[src/rtl/core/pag_pkg.sv]
// Shared types, constants and codes of the partition access guard.
`default_nettype none

package pag_pkg;

	// Table geometry
	localparam int PART_SLOTS = 32;
	localparam int SLOT_W     = $clog2(PART_SLOTS);
	localparam int ENTRY_W    = 5;
	localparam int CNT_W      = 6;
	localparam int MASK_W     = 32;
	localparam int SECT_W     = 32;

	// Protection bits per partition
	localparam logic [1:0] PROT_READ_BIT  = 2'b01;
	localparam logic [1:0] PROT_WRITE_BIT = 2'b10;

	// Partitions whose region ends at the next partition's start
	localparam logic [ENTRY_W-1:0] MBR_INDEX = 5'd0;
	localparam logic [ENTRY_W-1:0] EBR_INDEX = 5'd4;

	// Request actions
	localparam logic ACT_LOAD  = 1'b0;
	localparam logic ACT_CHECK = 1'b1;

	// Configuration register indexes
	localparam logic [1:0] CFG_PART_COUNT = 2'd0;
	localparam logic [1:0] CFG_READ_MASK  = 2'd1;
	localparam logic [1:0] CFG_WRITE_MASK = 2'd2;

	// Configuration reset values
	localparam logic [CNT_W-1:0]  PART_COUNT_RST = 6'd0;
	localparam logic [MASK_W-1:0] READ_MASK_RST  = 32'd1230;
	localparam logic [MASK_W-1:0] WRITE_MASK_RST = 32'd4063;

	typedef struct packed {
		logic              action;
		logic [4:0]        entry_index;
		logic [SECT_W-1:0] entry_start;
		logic [SECT_W-1:0] entry_length;
		logic [SECT_W-1:0] req_start;
		logic [SECT_W-1:0] req_count;
		logic              is_write;
		logic              first_pass;
	} pag_in_t;

	typedef struct packed {
		logic              refused;
		logic [SECT_W-1:0] allowed_blocks;
		logic              partial_taken;
	} pag_out_t;

	// What a table read delivers
	typedef enum logic [1:0] {
		RD_NORMAL,
		RD_REGION_LO,
		RD_REGION_HI
	} rd_kind_t;

	// Controller to datapath
	typedef struct packed {
		logic               load;
		logic               check;
		logic               rd_en;
		logic [SLOT_W-1:0]  rd_addr;
		rd_kind_t           kind;
		logic [ENTRY_W-1:0] entry;
		logic               open_phase;
		logic               push;
	} pag_cmd_t;

	// Datapath to controller
	typedef struct packed {
		logic short_table;
	} pag_sts_t;

endpackage

`default_nettype wire

[src/rtl/core/pag_ram.sv]
// Generic single-port-write, single-port-read RAM with registered read data.
`default_nettype none

module pag_ram #(
	parameter int WIDTH = 64,
	parameter int DEPTH = 32
) (
	input  wire logic                     clk,
	input  wire logic                     we,
	input  wire logic [$clog2(DEPTH)-1:0] waddr,
	input  wire logic [WIDTH-1:0]         wdata,
	input  wire logic                     re,
	input  wire logic [$clog2(DEPTH)-1:0] raddr,
	output logic      [WIDTH-1:0]         rdata
);

	logic [WIDTH-1:0] mem_q [DEPTH];

	// Write port
	always_ff @(posedge clk) begin
		if (we) begin
			mem_q[waddr] <= wdata;
		end
	end

	// Registered read port
	always_ff @(posedge clk) begin
		if (re) begin
			rdata <= mem_q[raddr];
		end
	end

endmodule

`default_nettype wire

[src/rtl/core/pag_datapath.sv]
// Datapath: config registers, partition table, region build, overlap test, result.
`default_nettype none

module pag_datapath (
	input  wire logic                  clk,
	input  wire logic                  arst_n,
	input  wire pag_pkg::pag_in_t      in_data,
	input  wire logic                  cfg_we,
	input  wire logic [1:0]            cfg_index,
	input  wire logic [31:0]           cfg_wdata,
	input  wire pag_pkg::pag_cmd_t     cmd,
	output pag_pkg::pag_sts_t          sts,
	output pag_pkg::pag_out_t          out_data
);

	localparam int SW = pag_pkg::SECT_W;
	localparam int CW = pag_pkg::CNT_W;

	// Configuration registers
	logic [CW-1:0]              part_count_q;
	logic [pag_pkg::MASK_W-1:0] rd_mask_q;
	logic [pag_pkg::MASK_W-1:0] wr_mask_q;

	// Request registers
	logic [SW-1:0] s_q;
	logic [SW-1:0] e_q;
	logic [1:0]    dir_q;

	// Table read stage
	logic                        vld_s1;
	pag_pkg::rd_kind_t           kind_s1;
	logic [pag_pkg::ENTRY_W-1:0] entry_s1;
	logic                        open_s1;
	logic [2*SW-1:0]             rdata;
	logic [SW-1:0]               rd_start;
	logic [SW-1:0]               rd_len;
	logic [SW-1:0]               region_ps_q;
	logic [1:0]                  prot;
	logic                        in_tbl;
	logic                        use_entry;

	// Evaluate stage
	logic          vld_s2;
	logic          open_s2;
	logic [SW-1:0] ps_s2;
	logic [SW-1:0] pe_s2;

	// Result registers
	logic          go_partial_q;
	logic          hit_q;
	logic          refused_q;
	logic [SW-1:0] allowed_q;
	logic          short_q;

	logic [CW-1:0] len;
	logic          c_in;
	logic          c_end;
	logic          c_span;
	logic [SW-1:0] min_end;
	logic [SW-1:0] minuend;
	logic [SW-1:0] part_allowed;
	logic          ram_we;

	// Hold configuration
	always_ff @(posedge clk or negedge arst_n) begin
		if (!arst_n) begin
			part_count_q <= pag_pkg::PART_COUNT_RST;
			rd_mask_q    <= pag_pkg::READ_MASK_RST;
			wr_mask_q    <= pag_pkg::WRITE_MASK_RST;
		end else if (cfg_we) begin
			case (cfg_index)
				pag_pkg::CFG_PART_COUNT: part_count_q <= cfg_wdata[CW-1:0];
				pag_pkg::CFG_READ_MASK:  rd_mask_q    <= cfg_wdata;
				pag_pkg::CFG_WRITE_MASK: wr_mask_q    <= cfg_wdata;
				default: ;
			endcase
		end
	end

	// Clamp table length to the slot count
	assign len = (part_count_q > CW'(pag_pkg::PART_SLOTS)) ?
		CW'(pag_pkg::PART_SLOTS) : part_count_q;

	assign sts.short_table = (len <= CW'(1));

	// Partition table: start in the upper half, length in the lower half
	assign ram_we = cmd.load && (int'(in_data.entry_index) < pag_pkg::PART_SLOTS);

	pag_ram #(
		.WIDTH (2 * SW),
		.DEPTH (pag_pkg::PART_SLOTS)
	) u_table (
		.clk   (clk),
		.we    (ram_we),
		.waddr (pag_pkg::SLOT_W'(in_data.entry_index)),
		.wdata ({in_data.entry_start, in_data.entry_length}),
		.re    (cmd.rd_en),
		.raddr (cmd.rd_addr),
		.rdata (rdata)
	);

	assign rd_start = rdata[2*SW-1:SW];
	assign rd_len   = rdata[SW-1:0];

	// Latch the request
	always_ff @(posedge clk) begin
		if (cmd.check) begin
			s_q   <= in_data.req_start;
			e_q   <= in_data.req_start + in_data.req_count;
			dir_q <= in_data.is_write ? pag_pkg::PROT_WRITE_BIT : pag_pkg::PROT_READ_BIT;
		end
	end

	// Align read tags with read data
	always_ff @(posedge clk or negedge arst_n) begin
		if (!arst_n) begin
			vld_s1 <= 1'b0;
		end else begin
			vld_s1 <= cmd.rd_en;
		end
	end

	always_ff @(posedge clk) begin
		kind_s1  <= cmd.kind;
		entry_s1 <= cmd.entry;
		open_s1  <= cmd.open_phase;
	end

	// Qualify the entry: inside the table and protected as this pass asks
	always_comb begin
		prot = {wr_mask_q[entry_s1], rd_mask_q[entry_s1]};
		if (kind_s1 == pag_pkg::RD_REGION_HI) begin
			in_tbl = ({1'b0, entry_s1} + CW'(1)) < len;
		end else begin
			in_tbl = {1'b0, entry_s1} < len;
		end
		if (open_s1) begin
			use_entry = (prot != 2'b00) && ((prot & dir_q) == 2'b00);
		end else begin
			use_entry = (prot & dir_q) != 2'b00;
		end
	end

	// Build the region of the entry
	always_ff @(posedge clk or negedge arst_n) begin
		if (!arst_n) begin
			vld_s2 <= 1'b0;
		end else begin
			vld_s2 <= vld_s1 && (kind_s1 != pag_pkg::RD_REGION_LO) && in_tbl && use_entry;
		end
	end

	always_ff @(posedge clk) begin
		if (vld_s1 && kind_s1 == pag_pkg::RD_REGION_LO) begin
			region_ps_q <= rd_start;
		end
		open_s2 <= open_s1;
		if (kind_s1 == pag_pkg::RD_REGION_HI) begin
			ps_s2 <= region_ps_q;
			pe_s2 <= rd_start;
		end else begin
			ps_s2 <= rd_start;
			pe_s2 <= rd_start + rd_len;
		end
	end

	// Test the region against the request
	always_comb begin
		c_in         = (ps_s2 <= s_q) && (s_q < pe_s2);
		c_end        = (ps_s2 < e_q) && (e_q <= pe_s2);
		c_span       = (s_q < ps_s2) && (pe_s2 < e_q);
		min_end      = (e_q < pe_s2) ? e_q : pe_s2;
		minuend      = c_in ? min_end : ps_s2;
		part_allowed = minuend - s_q;
	end

	// Update the verdict; the first hit in table order wins
	always_ff @(posedge clk or negedge arst_n) begin
		if (!arst_n) begin
			go_partial_q <= 1'b0;
			hit_q        <= 1'b0;
			refused_q    <= 1'b0;
			allowed_q    <= '0;
			short_q      <= 1'b0;
		end else if (cmd.check) begin
			go_partial_q <= !in_data.first_pass;
			hit_q        <= 1'b0;
			refused_q    <= 1'b0;
			allowed_q    <= in_data.req_count;
			short_q      <= sts.short_table;
		end else if (cmd.load) begin
			go_partial_q <= 1'b0;
			hit_q        <= 1'b0;
			refused_q    <= 1'b0;
			allowed_q    <= '0;
			short_q      <= 1'b0;
		end else if (vld_s2 && !hit_q) begin
			if (open_s2) begin
				if (c_in || c_end || c_span) begin
					go_partial_q <= 1'b1;
				end
			end else if (!go_partial_q) begin
				if (c_in || c_end || c_span) begin
					hit_q     <= 1'b1;
					refused_q <= 1'b1;
				end
			end else if (c_in || c_end || c_span) begin
				hit_q     <= 1'b1;
				refused_q <= c_in;
				allowed_q <= part_allowed;
			end
		end
	end

	// Output register
	always_ff @(posedge clk) begin
		if (cmd.push) begin
			out_data.refused        <= refused_q;
			out_data.allowed_blocks <= allowed_q;
			out_data.partial_taken  <= go_partial_q & ~short_q;
		end
	end

endmodule

`default_nettype wire

[src/rtl/core/pag_ctrl.sv]
// Controller: request intake, table read sequencing and result hand-off.
`default_nettype none

module pag_ctrl (
	input  wire logic              clk,
	input  wire logic              arst_n,
	input  wire logic              in_valid,
	output logic                   in_ready,
	input  wire pag_pkg::pag_in_t  in_data,
	output logic                   out_valid,
	input  wire logic              out_ready,
	input  wire pag_pkg::pag_sts_t sts,
	output pag_pkg::pag_cmd_t      cmd
);

	typedef enum logic [2:0] {
		ST_IDLE,
		ST_OPEN,
		ST_SCAN,
		ST_DRAIN,
		ST_FINISH
	} state_t;

	state_t                      state_q;
	logic [1:0]                  open_cnt_q;
	logic [pag_pkg::ENTRY_W-1:0] j_q;
	logic                        hi_q;
	logic                        drain_cnt_q;
	logic                        drain_to_scan_q;
	logic                        out_valid_q;
	logic                        region_entry;
	logic [pag_pkg::ENTRY_W-1:0] open_base;
	logic                        accept;

	assign in_ready  = (state_q == ST_IDLE);
	assign out_valid = out_valid_q;
	assign accept    = in_valid && in_ready;

	assign region_entry = (j_q == pag_pkg::MBR_INDEX) || (j_q == pag_pkg::EBR_INDEX);
	assign open_base    = open_cnt_q[1] ? pag_pkg::EBR_INDEX : pag_pkg::MBR_INDEX;

	// Decode commands
	always_comb begin
		cmd            = '0;
		cmd.kind       = pag_pkg::RD_NORMAL;
		cmd.load       = accept && (in_data.action == pag_pkg::ACT_LOAD);
		cmd.check      = accept && (in_data.action == pag_pkg::ACT_CHECK);
		case (state_q)
			ST_OPEN: begin
				cmd.rd_en      = 1'b1;
				cmd.rd_addr    = pag_pkg::SLOT_W'(open_base) +
					pag_pkg::SLOT_W'(open_cnt_q[0]);
				cmd.kind       = open_cnt_q[0] ? pag_pkg::RD_REGION_HI : pag_pkg::RD_REGION_LO;
				cmd.entry      = open_base;
				cmd.open_phase = 1'b1;
			end
			ST_SCAN: begin
				cmd.rd_en = 1'b1;
				cmd.entry = j_q;
				if (hi_q) begin
					cmd.rd_addr = pag_pkg::SLOT_W'(j_q) + pag_pkg::SLOT_W'(1);
					cmd.kind    = pag_pkg::RD_REGION_HI;
				end else if (region_entry) begin
					cmd.rd_addr = pag_pkg::SLOT_W'(j_q);
					cmd.kind    = pag_pkg::RD_REGION_LO;
				end else begin
					cmd.rd_addr = pag_pkg::SLOT_W'(j_q);
					cmd.kind    = pag_pkg::RD_NORMAL;
				end
			end
			ST_FINISH: begin
				cmd.push = !out_valid_q || out_ready;
			end
			default: ;
		endcase
	end

	// Sequence state and hold the output valid
	always_ff @(posedge clk or negedge arst_n) begin
		if (!arst_n) begin
			state_q         <= ST_IDLE;
			open_cnt_q      <= '0;
			j_q             <= '0;
			hi_q            <= 1'b0;
			drain_cnt_q     <= 1'b0;
			drain_to_scan_q <= 1'b0;
			out_valid_q     <= 1'b0;
		end else begin
			if (cmd.push) begin
				out_valid_q <= 1'b1;
			end else if (out_ready) begin
				out_valid_q <= 1'b0;
			end
			case (state_q)
				ST_IDLE: begin
					if (cmd.load) begin
						state_q <= ST_FINISH;
					end else if (cmd.check) begin
						j_q        <= '0;
						hi_q       <= 1'b0;
						open_cnt_q <= '0;
						if (sts.short_table) begin
							state_q <= ST_FINISH;
						end else if (in_data.first_pass) begin
							state_q <= ST_OPEN;
						end else begin
							state_q <= ST_SCAN;
						end
					end
				end
				ST_OPEN: begin
					open_cnt_q <= open_cnt_q + 2'd1;
					if (open_cnt_q == 2'd3) begin
						state_q         <= ST_DRAIN;
						drain_cnt_q     <= 1'b0;
						drain_to_scan_q <= 1'b1;
					end
				end
				ST_SCAN: begin
					if (hi_q) begin
						hi_q <= 1'b0;
						j_q  <= j_q + pag_pkg::ENTRY_W'(1);
					end else if (region_entry) begin
						hi_q <= 1'b1;
					end else begin
						j_q <= j_q + pag_pkg::ENTRY_W'(1);
						if (j_q == '1) begin
							state_q         <= ST_DRAIN;
							drain_cnt_q     <= 1'b0;
							drain_to_scan_q <= 1'b0;
						end
					end
				end
				ST_DRAIN: begin
					drain_cnt_q <= 1'b1;
					if (drain_cnt_q) begin
						j_q     <= '0;
						hi_q    <= 1'b0;
						state_q <= drain_to_scan_q ? ST_SCAN : ST_FINISH;
					end
				end
				ST_FINISH: begin
					if (cmd.push) begin
						state_q <= ST_IDLE;
					end
				end
				default: state_q <= ST_IDLE;
			endcase
		end
	end

endmodule

`default_nettype wire

[src/rtl/core/partition_access_guard.sv]
// Partition access guard: checks sector requests against protected partitions.
//
// Input channel (in_valid/in_ready/in_data) takes one request: a load request
// writes one partition table slot, a check request asks whether a sector
// range may proceed. Output channel (out_valid/out_ready/out_data) returns
// exactly one result per request, in order; a load returns all zero.
// The cfg port (cfg_we/cfg_index/cfg_wdata) writes part_count or one of the
// two protection masks per write; write it only while the block is idle.
// Sequence, accept to result valid:
//   load, or check with fewer than two table entries: straight to result push
//   check with first_pass low: 34 table reads, read and compare drain,
//     result push
//   check with first_pass high: 4 extra reads for the MBR/EBR regions plus
//     their drain, before the scan above
// The table has one read port, so the scan reads one slot per cycle, and
// MBR/EBR regions take a second read for the following partition's start.
// One request is in work at a time: a request is accepted only while idle.
// in_ready returns as the result is pushed into the output register, so the
// next request enters while a result waits.
// A stalled receiver holds the block in its finish state.
// Reset restores the configuration registers; the table is not cleared.
`default_nettype none

module partition_access_guard (
	input  wire logic              clk,
	input  wire logic              arst_n,
	input  wire logic              in_valid,
	output logic                   in_ready,
	input  wire pag_pkg::pag_in_t  in_data,
	output logic                   out_valid,
	input  wire logic              out_ready,
	output pag_pkg::pag_out_t      out_data,
	input  wire logic              cfg_we,
	input  wire logic [1:0]        cfg_index,
	input  wire logic [31:0]       cfg_wdata
);

	pag_pkg::pag_cmd_t cmd;
	pag_pkg::pag_sts_t sts;

	pag_ctrl u_ctrl (
		.clk       (clk),
		.arst_n    (arst_n),
		.in_valid  (in_valid),
		.in_ready  (in_ready),
		.in_data   (in_data),
		.out_valid (out_valid),
		.out_ready (out_ready),
		.sts       (sts),
		.cmd       (cmd)
	);

	pag_datapath u_datapath (
		.clk       (clk),
		.arst_n    (arst_n),
		.in_data   (in_data),
		.cfg_we    (cfg_we),
		.cfg_index (cfg_index),
		.cfg_wdata (cfg_wdata),
		.cmd       (cmd),
		.sts       (sts),
		.out_data  (out_data)
	);

	// Never overwrite a result that has not been taken
	a_push_free: assert property (@(posedge clk) disable iff (!arst_n)
		cmd.push |-> (!out_valid || out_ready))
		else $error("result pushed over a pending result");

	// Table reads happen only while a request is in work
	a_read_busy: assert property (@(posedge clk) disable iff (!arst_n)
		cmd.rd_en |-> !in_ready)
		else $error("table read while idle");

	// An accepted request keeps the block busy for the next cycle
	a_accept_busy: assert property (@(posedge clk) disable iff (!arst_n)
		(in_valid && in_ready) |=> !in_ready)
		else $error("request accepted twice in a row");

	// A load never coincides with a table read
	a_load_no_read: assert property (@(posedge clk) disable iff (!arst_n)
		cmd.load |-> !cmd.rd_en)
		else $error("table write collides with scan");

endmodule

`default_nettype wire
[config.mk]
export PLATFORM = sky130hd
export DESIGN_NAME = partition_access_guard
export DESIGN_NICKNAME = d
export VERILOG_FILES = /design/src/rtl/core/pag_pkg.sv /design/src/rtl/core/pag_ram.sv /design/src/rtl/core/pag_datapath.sv /design/src/rtl/core/pag_ctrl.sv /design/src/rtl/core/partition_access_guard.sv
export SDC_FILE = /design/constraint.sdc
export NUM_CORES = 2
export LEC_CHECK = 0
export BUFFER_PORTS_ARGS = -buffer_cell sky130_fd_sc_hd__buf_2
export CORE_UTILIZATION = 50
export DETAILED_ROUTE_END_ITERATION = 8
export HOLD_SLACK_MARGIN = 0.1
export PLACE_DENSITY = 0.66
export SYNTH_ARGS = -nofsm -noshare
export SYNTH_HDL_FRONTEND = slang
export SYNTH_SLANG_ARGS = --single-unit
export TNS_END_PERCENT = 1
[constraint.sdc]
create_clock -name clk -period 6.37 [get_ports clk]
set_input_delay 0 -clock clk [delete_from_list [all_inputs] [get_ports clk]]
set_output_delay 0 -clock clk [all_outputs]
set_load 0.01 [all_outputs]
==> results.cfg <==
[clock_network]
cts_made_buffers = 240
clockRootBuffer = clkbuf_16
cts.sink_count = 2439
clk_latency_ns = 0.91
cts_tree = done
htree_levels = 4
clk_pin_slew_ns = 0.06
clk_path_buf_depth = 3

[power]
clockPowerShare_pct = 31.5
power_frac_seq_pct = 40.9
power.density_nw_per_um2 = 400
internal_power_w = 0.0328
power_frac_comb_pct = 27.6
p_total_w = 0.0473
cellLeakagePower_nw = 40.1
max-vdd-ir-drop_uv = 319
switching_share_pct = 30.6
netSwitchingPower_w = 0.0145

[grt]
globalRoute.totalOverflow = 0
grt_pass1_vias = 57400
grt_antenna_before_repair = 25
grt_pass1_wl_mm = 388
grtUsageTotal_pct = 26.0
grt_max_degree = 96

[detailed_routing]
firstDrtPassIters = 6
wire_per_inst_um = 27.9
drt_first_iter_violations = 6843
viasPerCell = 6.06
wl_mm = 267
final_antenna_net_count = 0
num_vias = 58000
drcViolationCount = 0

[floorplan]
die_area_um2 = 205000
die_w_um = 452
core_um2 = 201000
pin_count = 211
initial_utilization_pct = 50.6
die_h_um = 452
rows = 164

[yosys]
ys_seq_area_share_pct = 70.9
netlist_top_cells_area = edfxtp_1 (66%), mux4_2 (12%), nand2_1 (3.2%)
synth_edf_count = 2244
synth_common_cells = edfxtp_1 (2244), nand2_1 (862), mux4_2 (520), nand3_1 (388), o21ai_0 (251)
yosysTopAreaCellShare_pct = 66.4
synthCells = 6060
syn_area_um2 = 101000
synthFlopType = edfxtp_1
ys_ff_latch = 2439
syn_nets = 6472
async_reset_ff_share_pct = 5.00
yosys.area.top_type = edfxtp_1
ys_warn_count = 0
ys_types = 89
syn_area_per_cell_um2 = 16.7
synthMostInstantiatedCell = edfxtp_1

[critical_path]
critPathKind = reg -> reg
r2r-start = u_datapath.ps_s2[23]$_DFF_P_
crit_arrival_ns = 6.75
worstPathMaxFanout = 17
crit_required_ns = 7.16
startpoint = u_datapath.ps_s2[23]$_DFF_P_
r2r_cells = 23
setup.worst_path.end = u_datapath.allowed_q[31]$_DFFE_PN0P_
rrSetupSlack_ns = 0.42
crit_path_start_kind = flop
r2r_end = u_datapath.allowed_q[31]$_DFFE_PN0P_
end_kind = flop

[timing]
tightest_slew_ns = 1.28
final.setup_skew_ns = 0.0895
finalCritPeriodShare_pct = 93.5
finalHoldViolations = 0
fmax_ghz = 0.168
max-slew-margin-rel_pct = 14.8
rsz0062_at_grt = false
finalSetupTns_ns = 0
slew_viol_final = 0
finalCriticalPeriod_ns = 5.95
setup-violations-final = 0

[placement]
port_buffers = 210
dp_hpwl_mm = 150
gp_congestion = 0.892

[hold_path]
hold_path.class = in -> reg

[flow_run]
cap_violations = 0

[layout]
largest_reg_flops = 2048
reg.largest.list = u_datapath.u_table.mem_q: 2048 flops, u_datapath.u_table.rdata: 64 flops, u_datapath.out_data: 34 flops
drive_gt1_share_pct = 21.1
nFillCells = 14900
nNetsFinal = 7110
area_growth_syn_to_layout_pct = 16.6
regMostFlops = u_datapath.u_table.mem_q

[outcome]
status = complete, no violations
==> placed cells by master, fill, tap and decap left out, types with 110 or more instances in the layout <==
| master | netlist | layout |
|---|---|---|
| nand3_1 | 388 | 388 |
| mux4_2 | 520 | 520 |
| nand2_1 | 862 | 860 |
| a21oi_1 | 123 | 122 |
| edfxtp_1 | 2244 | 2244 |
| dlygate4sd3_1 | 0 | 299 |
| nor2_1 | 147 | 110 |
| inv_1 | 167 | 167 |
| o21ai_0 | 251 | 249 |
| buf_2 | 95 | 209 |
| ha_1 | 234 | 234 |
| clkbuf_16 | 0 | 242 |
| buf_4 | 0 | 122 |
==> critical path: stages (launching register included) <==
cell,delay [ns]
dfxtp_1,0.35
inv_1,0.07
ha_1,0.33
a21oi_1,0.14
o21ai_0,0.15
a221oi_1,0.40
o21ai_0,0.31
a211oi_4,0.42
nor2_4,0.15
buf_4,0.22
nand2_1,0.06
o21ai_0,0.09
ha_1,0.42
and3_1,0.25
a21boi_1,0.22
a41oi_2,0.10
a311oi_2,0.36
a221oi_2,0.12
buf_4,0.17
o31a_1,0.30
a221o_2,0.37
xor2_1,0.14
o21ai_1,0.15
dlygate4sd3_1,0.57
==> stage by stage <==
stage          hold WS (ns)  instances  setup slack [ns]  util [%]  instance area [um2]
2_1_floorplan        -0.296       6060              1.28         -               101000
5_1_grt               0.134       9567            0.0438      58.9               118000
3_3_place_gp          0.212       8812             0.653      53.2               107000
4_1_cts               0.100       9562             0.285      58.9               118000
6_report              0.144       9567             0.416      58.9               118000
3_5_place_dp          0.214       8812             0.514      53.2               107000
==> power groups by stage <==
stage,Combinational (W),Clock (W),Sequential (W)
detailed placement,0.0128,0,0.0196
finish,0.0131,0.0149,0.0193
global placement,0.0127,0,0.0196
global route,0.0143,0.0157,0.0194
CTS,0.0130,0.0151,0.0193
floorplan,0.00919,0,0.0193
==> final cells by class <==
class	instances	area [um2]	area share, %
sequential	2439	71900	60.8
multi-input combinational	3171	28100	23.7
clock buffer	291	6280	5.31
timing repair buffer	678	5920	5.01
tap	2656	3320	2.81
clock inverter	159	2130	1.80
inverter	168	631	0.533
antenna	5	12.5	0.0106
==> logic make-up (layout without fill, tap and decap cells) <==
logic type | Yosys count | after routing | synth area share, %
compound gates | 620 | 620 | 3.80
xor+xnor | 69 | 69 | 0.596
fa+ha+maj | 237 | 237 | 2.95
buf+inv | 450 | 1296 | 1.80
flops | 2439 | 2439 | 70.9
mux | 640 | 640 | 13.0
other cells | 0 | 5 | 0
simple gates | 1605 | 1605 | 7.00
==> per-layer routing <==
layer	vias to the layer above	GRT usage [%]	routed length, um
met5	-	0	141
met4	22	7.17	6970
met3	422	4.07	22100
met2	2720	41.5	127000
met1	29800	37.4	111000
li1	25000	-	-
==> what timing repair did <==
| item | 4_1_cts | 5_1_grt |
|---|---|---|
| setup buffers | 0 | 0 |
| endpoints found under the setup margin | 0 | 1 |
| hold endpoints to repair | 2542 | 0 |
| hold buffers | 300 | 0 |
| gates resized for setup | 0 | 1 |
==> how the worst min path moves through the flow <==
stage / start / end / depth (start not counted)
after floorplan: arst_n / u_ctrl.drain_cnt_q$_DFFE_PN0P_ / 0
after global placement: arst_n / u_datapath.wr_mask_q[16]$_DFFE_PN0P_ / 1
after detailed placement: in_data[1] / u_datapath.dir_q[1]$_DFFE_PP_ / 1
after CTS: in_data[103] / u_datapath.u_table.mem_q[0][37]$_DFFE_PP_ / 2
after global routing: in_data[131] / u_datapath.u_table.mem_q[18][8]$_DFFE_PP_ / 3
final: in_data[97] / u_datapath.u_table.mem_q[11][31]$_DFFE_PP_ / 2
Power figures use the tool's default switching activity.
